[src/rtl/lrupr_pkg.sv]
// Package: shared types, constants and defaults for the LRU page replacement block.
package lrupr_pkg;

  localparam int FRAME_SLOTS_DEF = 8;
  localparam int PAGE_BITS_DEF   = 16;

  localparam int       CFG_DATA_W    = 32;
  localparam int       CFG_ADDR_W    = 3;
  localparam int       FRAMES_W      = 4;
  localparam logic [FRAMES_W-1:0] FRAMES_RESET = 4'd3;
  localparam logic     CFG_IDX_FRAMES = 1'b0;   // register index 0, byte address 0

  localparam int SLOT_OUT_W  = 3;
  localparam int FAULT_W     = 32;

  typedef enum logic [1:0] {
    ST_IDLE,
    ST_LOOK,
    ST_UPDATE
  } lrupr_state_t;

  // commands from the controller to the datapath
  typedef struct packed {
    logic capture;  // latch the incoming page request
    logic lookup;   // run the slot search, register the decision
    logic commit;   // update slots, counter and output register
  } lrupr_cmd_t;

endpackage

[src/rtl/lrupr_ctrl.sv]
// Controller: request sequencing and output-valid handling for the LRU engine.
module lrupr_ctrl
  import lrupr_pkg::*;
(
  input  logic       clk,
  input  logic       rst,
  input  logic       s_tvalid,
  output logic       s_tready,
  output logic       m_tvalid,
  input  logic       m_tready,
  output lrupr_cmd_t cmd
);

  lrupr_state_t state, state_next;
  logic         out_free;
  logic         s_acc;

  assign out_free = !m_tvalid || m_tready;
  assign s_acc    = s_tvalid && s_tready;

  always_comb begin
    state_next = state;
    case (state)
      ST_IDLE: begin
        if (s_acc) state_next = ST_LOOK;
      end
      ST_LOOK: state_next = ST_UPDATE;
      ST_UPDATE: begin
        if (out_free) state_next = s_acc ? ST_LOOK : ST_IDLE;
      end
      default: state_next = ST_IDLE;
    endcase
  end

  always_comb begin
    s_tready    = 1'b0;
    cmd.lookup  = 1'b0;
    cmd.commit  = 1'b0;
    case (state)
      ST_IDLE:   s_tready = 1'b1;
      ST_LOOK:   cmd.lookup = 1'b1;
      ST_UPDATE: begin
        s_tready   = out_free;
        cmd.commit = out_free;
      end
      default: s_tready = 1'b0;
    endcase
    cmd.capture = s_acc;
  end

  always_ff @(posedge clk) begin
    if (rst) begin
      state    <= ST_IDLE;
      m_tvalid <= 1'b0;
    end else begin
      state <= state_next;
      if (cmd.commit) m_tvalid <= 1'b1;
      else if (m_tready) m_tvalid <= 1'b0;
    end
  end

endmodule

[src/rtl/lrupr_datapath.sv]
// Datapath: slot table, recency ages, victim search, fault counter and result register.
module lrupr_datapath
  import lrupr_pkg::*;
#(
  parameter int FRAME_SLOTS = FRAME_SLOTS_DEF,
  parameter int PAGE_BITS   = PAGE_BITS_DEF,
  localparam int IN_W  = ((PAGE_BITS + 7) / 8) * 8,
  localparam int OUT_W = ((PAGE_BITS + FAULT_W + SLOT_OUT_W + 2 + 7) / 8) * 8
)(
  input  logic                clk,
  input  logic                rst,
  input  lrupr_cmd_t          cmd,
  input  logic [IN_W-1:0]     s_tdata,
  output logic [OUT_W-1:0]    m_tdata,
  input  logic                cfg_we,
  input  logic [FRAMES_W-1:0] cfg_wdata,
  output logic [FRAMES_W-1:0] frames_in_use
);

  localparam int IDX_W = (FRAME_SLOTS > 1) ? $clog2(FRAME_SLOTS) : 1;
  localparam logic [IDX_W-1:0] MAX_AGE = IDX_W'(FRAME_SLOTS - 1);

  logic [PAGE_BITS-1:0] slot_page [FRAME_SLOTS];
  logic [IDX_W-1:0]     slot_age  [FRAME_SLOTS];
  logic [FRAME_SLOTS-1:0] slot_valid;
  logic [FAULT_W-1:0]   fault_total;
  logic [PAGE_BITS-1:0] req_page;

  // lookup decision
  logic             look_hit;
  logic             look_fill;
  logic [IDX_W-1:0] look_slot;
  logic [IDX_W-1:0] look_limit;

  // result register
  logic                 res_hit;
  logic [IDX_W-1:0]     res_slot;
  logic                 res_ev_valid;
  logic [PAGE_BITS-1:0] res_ev_page;

  logic [FRAME_SLOTS-1:0] active;
  logic [FRAME_SLOTS-1:0] match_v;
  logic [FRAME_SLOTS-1:0] empty_v;

  always_comb begin
    for (int i = 0; i < FRAME_SLOTS; i++) begin
      active[i]  = (i == 0) || (int'(frames_in_use) > i);
      match_v[i] = active[i] && slot_valid[i] && (slot_page[i] == req_page);
      empty_v[i] = active[i] && !slot_valid[i];
    end
  end

  // lowest matching slot, lowest empty slot, lowest oldest slot
  logic             any_hit, any_empty;
  logic [IDX_W-1:0] hit_idx, empty_idx, old_idx, old_age;

  always_comb begin
    any_hit   = 1'b0;
    any_empty = 1'b0;
    hit_idx   = '0;
    empty_idx = '0;
    old_idx   = '0;
    old_age   = '0;
    for (int i = FRAME_SLOTS - 1; i >= 0; i--) begin
      if (match_v[i]) begin
        any_hit = 1'b1;
        hit_idx = IDX_W'(i);
      end
      if (empty_v[i]) begin
        any_empty = 1'b1;
        empty_idx = IDX_W'(i);
      end
    end
    for (int i = 0; i < FRAME_SLOTS; i++) begin
      if (active[i] && (slot_age[i] > old_age)) begin
        old_age = slot_age[i];
        old_idx = IDX_W'(i);
      end
    end
  end

  always_ff @(posedge clk) begin
    if (cmd.capture) req_page <= s_tdata[PAGE_BITS-1:0];
    if (cmd.lookup) begin
      look_hit  <= any_hit;
      look_fill <= !any_hit && any_empty;
      if (any_hit) begin
        look_slot  <= hit_idx;
        look_limit <= slot_age[hit_idx];
      end else if (any_empty) begin
        look_slot  <= empty_idx;
        look_limit <= MAX_AGE;   // unused on fill
      end else begin
        look_slot  <= old_idx;
        look_limit <= old_age;
      end
    end
  end

  // slot table and counter
  always_ff @(posedge clk) begin
    if (rst) begin
      slot_valid    <= '0;
      fault_total   <= '0;
      frames_in_use <= FRAMES_RESET;
      for (int i = 0; i < FRAME_SLOTS; i++) begin
        slot_age[i]  <= '0;
        slot_page[i] <= '0;
      end
    end else if (cfg_we) begin
      frames_in_use <= cfg_wdata;
      slot_valid    <= '0;
      for (int i = 0; i < FRAME_SLOTS; i++) begin
        slot_age[i]  <= '0;
        slot_page[i] <= '0;
      end
    end else if (cmd.commit) begin
      for (int i = 0; i < FRAME_SLOTS; i++) begin
        if (IDX_W'(i) == look_slot) begin
          slot_age[i] <= '0;
        end else if (active[i] && slot_valid[i] && (slot_age[i] < MAX_AGE) &&
                     (look_fill || (slot_age[i] < look_limit))) begin
          slot_age[i] <= slot_age[i] + 1'b1;
        end
      end
      if (!look_hit) begin
        slot_page[look_slot]  <= req_page;
        slot_valid[look_slot] <= 1'b1;
        if (fault_total != '1) fault_total <= fault_total + 1'b1;
      end
    end
  end

  // fault count shown is the value after this request
  logic [FAULT_W-1:0] res_fault;

  always_ff @(posedge clk) begin
    if (cmd.commit) begin
      res_hit      <= look_hit;
      res_slot     <= look_slot;
      res_ev_valid <= !look_hit && !look_fill;
      res_ev_page  <= (!look_hit && !look_fill) ? slot_page[look_slot] : '0;
      res_fault    <= (!look_hit && (fault_total != '1)) ? fault_total + 1'b1 : fault_total;
    end
  end

  assign m_tdata = OUT_W'({res_fault, res_ev_page, res_ev_valid,
                           SLOT_OUT_W'(res_slot), res_hit});

endmodule

[src/rtl/lru_page_replacement.sv]
// Top level: LRU page replacement engine with stream ports and an APB register port.
//
//  channel    dir    handshake          payload (low bit first)
//  s_*        in     tvalid/tready      tdata: page_number
//  m_*        out    tvalid/tready      tdata: hit, slot_used[2:0], evicted_valid,
//                                              evicted_page, fault_count[31:0]
//  apb        in     psel/penable       reg 0 (addr 0): frames_in_use[3:0]
//
//  Each request passes a lookup step (parallel tag compare, lowest empty
//  slot and oldest-slot search), then an update step (ages, slot fill,
//  fault counter, result register); the update step can take the next request.
//  A result waits in the output register; the next request is taken meanwhile,
//  and its update cycle holds while the previous result is still not taken.
//  Reset is synchronous; slots come up empty, no clearing pass is needed.
//  A write to frames_in_use empties all slots and keeps the fault total.
module lru_page_replacement
  import lrupr_pkg::*;
#(
  parameter int FRAME_SLOTS = FRAME_SLOTS_DEF,
  parameter int PAGE_BITS   = PAGE_BITS_DEF,
  localparam int IN_W  = ((PAGE_BITS + 7) / 8) * 8,
  localparam int OUT_W = ((PAGE_BITS + FAULT_W + SLOT_OUT_W + 2 + 7) / 8) * 8
)(
  input  logic                  clk,
  input  logic                  rst,
  // request stream
  input  logic                  s_tvalid,
  output logic                  s_tready,
  input  logic [IN_W-1:0]       s_tdata,   // page_number
  // result stream
  output logic                  m_tvalid,
  input  logic                  m_tready,
  output logic [OUT_W-1:0]      m_tdata,   // hit, slot_used, evicted_valid,
                                           // evicted_page, fault_count
  // register port
  input  logic                  psel,
  input  logic                  penable,
  input  logic                  pwrite,
  input  logic [CFG_ADDR_W-1:0] paddr,
  input  logic [CFG_DATA_W-1:0] pwdata,
  output logic [CFG_DATA_W-1:0] prdata,
  output logic                  pready
);

  lrupr_cmd_t          cmd;
  logic                cfg_we;
  logic [FRAMES_W-1:0] frames_in_use;

  // register index is the word address; only index 0 exists
  assign pready = 1'b1;
  assign cfg_we = psel && penable && pwrite && (paddr[2] == CFG_IDX_FRAMES);
  assign prdata = (paddr[2] == CFG_IDX_FRAMES) ? CFG_DATA_W'(frames_in_use) : '0;

  lrupr_ctrl u_ctrl (
    .clk      (clk),
    .rst      (rst),
    .s_tvalid (s_tvalid),
    .s_tready (s_tready),
    .m_tvalid (m_tvalid),
    .m_tready (m_tready),
    .cmd      (cmd)
  );

  lrupr_datapath #(
    .FRAME_SLOTS (FRAME_SLOTS),
    .PAGE_BITS   (PAGE_BITS)
  ) u_datapath (
    .clk           (clk),
    .rst           (rst),
    .cmd           (cmd),
    .s_tdata       (s_tdata),
    .m_tdata       (m_tdata),
    .cfg_we        (cfg_we),
    .cfg_wdata     (pwdata[FRAMES_W-1:0]),
    .frames_in_use (frames_in_use)
  );

endmodule
[config.mk]
export PLATFORM = sky130hd
export DESIGN_NAME = lru_page_replacement
export DESIGN_NICKNAME = d
export VERILOG_FILES = /design/src/rtl/lrupr_pkg.sv /design/src/rtl/lrupr_ctrl.sv /design/src/rtl/lrupr_datapath.sv /design/src/rtl/lru_page_replacement.sv
export SDC_FILE = /design/constraint.sdc
export NUM_CORES = 1
export LEC_CHECK = 0
export BUFFER_PORTS_ARGS = -buffer_cell sky130_fd_sc_hd__buf_4
export CAP_MARGIN = 20
export CORE_AREA = 2 2 180 182
export DETAILED_ROUTE_END_ITERATION = 8
export DIE_AREA = 0 0 182 184
export GPL_ROUTABILITY_DRIVEN = 0
export PLACE_DENSITY = 0.71
export SLEW_MARGIN = 10
export SYNTH_ARGS = -nofsm -noshare
export SYNTH_HDL_FRONTEND = slang
export SYNTH_SLANG_ARGS = --single-unit
[constraint.sdc]
create_clock -name clk -period 9.51 [get_ports clk]
set_input_delay 0 -clock clk [delete_from_list [all_inputs] [get_ports clk]]
set_output_delay 0 -clock clk [all_outputs]
set_load 0.01 [all_outputs]
==> Flow_metrics.wiki <==
{| class="wikitable"
! Metric !! Value
|-
| DIE HEIGHT || 184 µm
|-
| Critical path data required time || 9.81 ns
|-
| Share of flip-flops with an asynchronous set or reset || 0%
|-
| Total power || ~2900 µW
|-
| Area growth syn-to-layout || 17.43%
|-
| Worst reg-to-reg path cell count || 45
|-
| Arrival time reported for the critical path endpoint || 9.92 ns
|-
| Initial core utilization || 49.48%
|-
| Final #Nets || 1597
|-
| Pwr per Cell Area || 161.5 mW/mm²
|-
| Slowest-stage cell, CP || or3_4
|-
| Overall die width || roughly 180 µm
|-
| Share of synthesized area spent on multiplexers || 7.096%
|-
| Ratio of routed vias to standard cells || 5.686
|-
| Total vias in the final route || 10950
|-
| Clock-pin slew on the worst setup and hold paths || roughly 0.070 ns
|-
| Top library cells by usage in the layout, fill and taps aside || 229 x edfxtp_1, 146 x buf_4, 133 x and2_1, 123 x nor2_1, 99 x xnor2_1
|-
| Cell seen most often among critical-path stages || ha_4
|-
| Final setup vio count || 2
|-
| Peak supply drop || 0.0001270 V
|-
| LEAKAGE || roughly 0.0073 µW
|-
| Count of final max-slew check failures || 0
|-
| Unrepaired setup endpoints after global routing || true
|-
| Post-synth top area share || 44.27%
|-
| Post-Layout Cell Count || 1925
|-
| Quantity of I/O buffers inserted on ports || 86
|-
| Insertion delay to the later sink of the worst-skew pair || 0.56 ns
|-
| HP Start || penable
|-
| Maximum buffer depth of the clock tree || 3
|-
| WL final || 39820 µm
|-
| Floorplan core area || approximately 0.031 mm²
|-
| First-pass iteration count of the detailed router || 7
|-
| Maximum fanout count along the critical path || 3
|-
| Antenna-violating nets left || 0
|-
| Worst Setup Path Type || reg -> reg
|-
| H-tree levels || 1
|-
| Syn. warnings || 0
|-
| Overall track demand over capacity in global routing || a little under a quarter
|-
| Post-route worst setup slack || -0.1115 ns
|-
| Placement row count || 65
|-
| TritonCTS clock tree || yes
|-
| Area leader, netlist || edfxtp_1
|-
| Synth Area in Simple Gates || between 15 and 20%
|-
| CP Capture Point || u_datapath.look_slot[2]
|-
| Distinct cell type count of the synthesized netlist || a little under 70
|-
| Antenna violations before repair || 0
|-
| Total DRC errors in the routed layout || 0
|-
| Per-instance average area after synthesis || 11.25 µm²
|-
| Sort of element at the start of the critical path || flop
|-
| Max Clock Freq || 103.9 MHz
|-
| Synth top area cells || edfxtp_1 44%, dfxtp_1 6.1%, xnor2_1 5.6%
|-
| Reg2Reg Launch Point || u_datapath.slot_age[0][1]
|-
| Synth Flop Type || edfxtp_1
|-
| Total standard cell area after synthesis || around 0.016 mm²
|-
| Violations in the final reports || setup timing
|-
| Arithmetic-cell share of the synthesized area counting full adders, half adders and majority gates || under 10%
|-
| Final Critical Period || slightly below 10 ns
|-
| Leftover overflow at the end of global routing || 0
|-
| Number of instances in the placed design || ~1800
|-
| Part of the Yosys area used for sequential elements || 50.33%
|-
| Sort of element at the end of the critical path || flop
|-
| Worst hold margin || ~0.11 ns
|-
| Tightest slew margin relative to the limit || 30.96%
|-
| Status || finished, violations left
|-
| Buf+Inv Stages, Crit Path || 2
|-
| Capture instance of the worst register-to-register path || u_datapath.look_slot[2]
|-
| Fin Setup TNS || -0.1503 ns
|-
| Flop2flop setup slack || -0.11 ns
|-
| Antenna cell count || 0
|-
| Fin crit share || 101.2%
|-
| I/O pin total || 149
|-
| Worst slew pin tran || a little over 1 ns
|-
| Global-route wire length before repair || just over 60000 µm
|-
| Most common cell after layout, fill and taps aside || edfxtp_1
|-
| Post-Synth XOR/XNOR Area || 10.99%
|-
| Category of cells accounting for the largest share of critical-path delay || simple AND/OR/NAND/NOR gates
|-
| Clock Root Buffer || clkbuf_16
|-
| Wire per inst || slightly above 20 µm
|-
| Number of storage elements in the synthesis netlist || between 200 and 300
|-
| DRC violation total after the first TritonRoute iteration || 975
|-
| Sinks on the clock net || between 200 and 300
|-
| Worst stage delay on the critical path || 0.39 ns
|-
| Final count of hold timing violations || 0
|-
| Compound-Gate Fraction of Synth Area || 6.532%
|-
| Setup clock skew after layout || 0.01688 ns
|-
| Share of final-layout standard cells stronger than drive strength 1 || roughly a fifth
|-
| Estimated wirelength of the detail-placed design || approximately 27000 µm
|-
| TritonCTS buffer count || 29
|-
| Maximum number of pins on one net before global-route repair || 52
|-
| Cells after Synth || 1381
|-
| Number of global-route vias before repair || 10830
|-
| Critical Path Source || u_datapath.slot_age[0][1]
|-
| Max-cap viol count || 0
|-
| Worst hold path class || in -> reg
|-
| Worst path depth || 45
|-
| Count of flip-flops with a built-in enable after synthesis || about 230
|-
| Main combinational cell family by area after synthesis || simple AND/OR/NAND/NOR gates
|-
| Area of the die || 0.03349 mm²
|}
-- where the power goes --
part / switching, µW / internal [µW] / total (µW)
clock: 476 / 765 / 1240
sequential: 53.4 / 1350 / 1400
combinational: 165 / 140 / 305
-- through the flow --
stage / area (µm²) / setup WS, ns / util [%]
after floorplan: 15740 / 0.05288 / -
after global placement: 16590 / 0.04245 / 52.84
after detailed placement: 16620 / -0.3193 / 52.96
after CTS: 18000 / 0.01348 / 57.35
after global routing: 18240 / -0.4294 / 58.11
final: 18240 / -0.1115 / 58.11
-- tightest hold or removal path: cells and delay by family --
kind,cells,cell delay (ns)
compound gates,1,0.10
buf+inv,1,0.11
simple gates,2,0.41
-- sequential cells by signal, indices dropped and copies added, names as in the netlist, 4 cells and up --
| signal | cells |
|---|---|
| u_datapath.slot_valid | 8 |
| u_datapath.res_ev_page | 16 |
| u_datapath.slot_page | 128 |
| u_datapath.fault_total | 32 |
| u_datapath.slot_age | 24 |
| u_datapath.res_fault | 32 |
| u_datapath.frames_in_use | 4 |
| u_datapath.req_page | 16 |
-- repair_timing --
action,in CTS,in global routing
setup endpoints to repair,4,6
gates cloned,0,0
resized for setup,11,37
hold buffers,25,0
hold endpoints to repair,54,0
pin swaps,14,38
setup buffers,5,11
-- worst min path at each step --
stage,end,slack [ns],cells after the start
CTS,u_datapath.frames_in_use[1],0.09,4
finish,u_datapath.frames_in_use[1],0.11,4
detailed placement,u_datapath.req_page[1],0.18,1
global route,u_datapath.frames_in_use[1],0.14,3
global placement,u_datapath.req_page[4],0.18,1
floorplan,prdata[3],0.04,1
-- cells by family (layout without fill, tap and decap cells) --
| kind of cell | Yosys count | in the layout |
|---|---|---|
| and+or+nand+nor | 506 | 506 |
| DFF | 276 | 276 |
| xor gates and xnor gates | 194 | 194 |
| buffers and inverters | 148 | 260 |
| AOI/OAI and AO/OA | 147 | 147 |
| muxes | 69 | 69 |
| adders and majority gates | 39 | 39 |
| other | 2 | 32 |
-- routing by layer --
layer	global-route usage (%)	vias up	part of all wire (%)
li1	-	5071	-
met1	30.87	5343	41
met2	40.21	443	49
met3	3.764	89	6.8
met4	7.516	0	3.2
met5	0	-	0
-- layout make-up --
class	count	area (µm²)
flip-flops and latches	276	7818
clock buffers	36	773.2
well taps	402	503.0
repair buffers	173	1369
multi-input cells	987	7386
fillers	2510	13150
inverters	33	123.9
clock inverters	18	269.0
-- cell usage after synthesis (all sizes together), types with 6 or more instances --
| cell | number |
|---|---|
| a21o | 26 |
| a21oi | 35 |
| a31oi | 10 |
| and2 | 134 |
| and3 | 17 |
| buf | 57 |
| clkbuf | 58 |
| dfxtp | 47 |
| edfxtp | 229 |
| ha | 39 |
| inv | 33 |
| mux2 | 9 |
| mux2i | 28 |
| mux4 | 32 |
| nand2 | 81 |
| nand2b | 6 |
| nand3 | 30 |
| nand4 | 31 |
| nor2 | 129 |
| nor2b | 15 |
| nor3 | 12 |
| nor4 | 17 |
| o211ai | 10 |
| o21ai | 30 |
| o22ai | 7 |
| or3 | 11 |
| xnor2 | 99 |
| xor2 | 95 |
(Power assumes the default switching activity.)
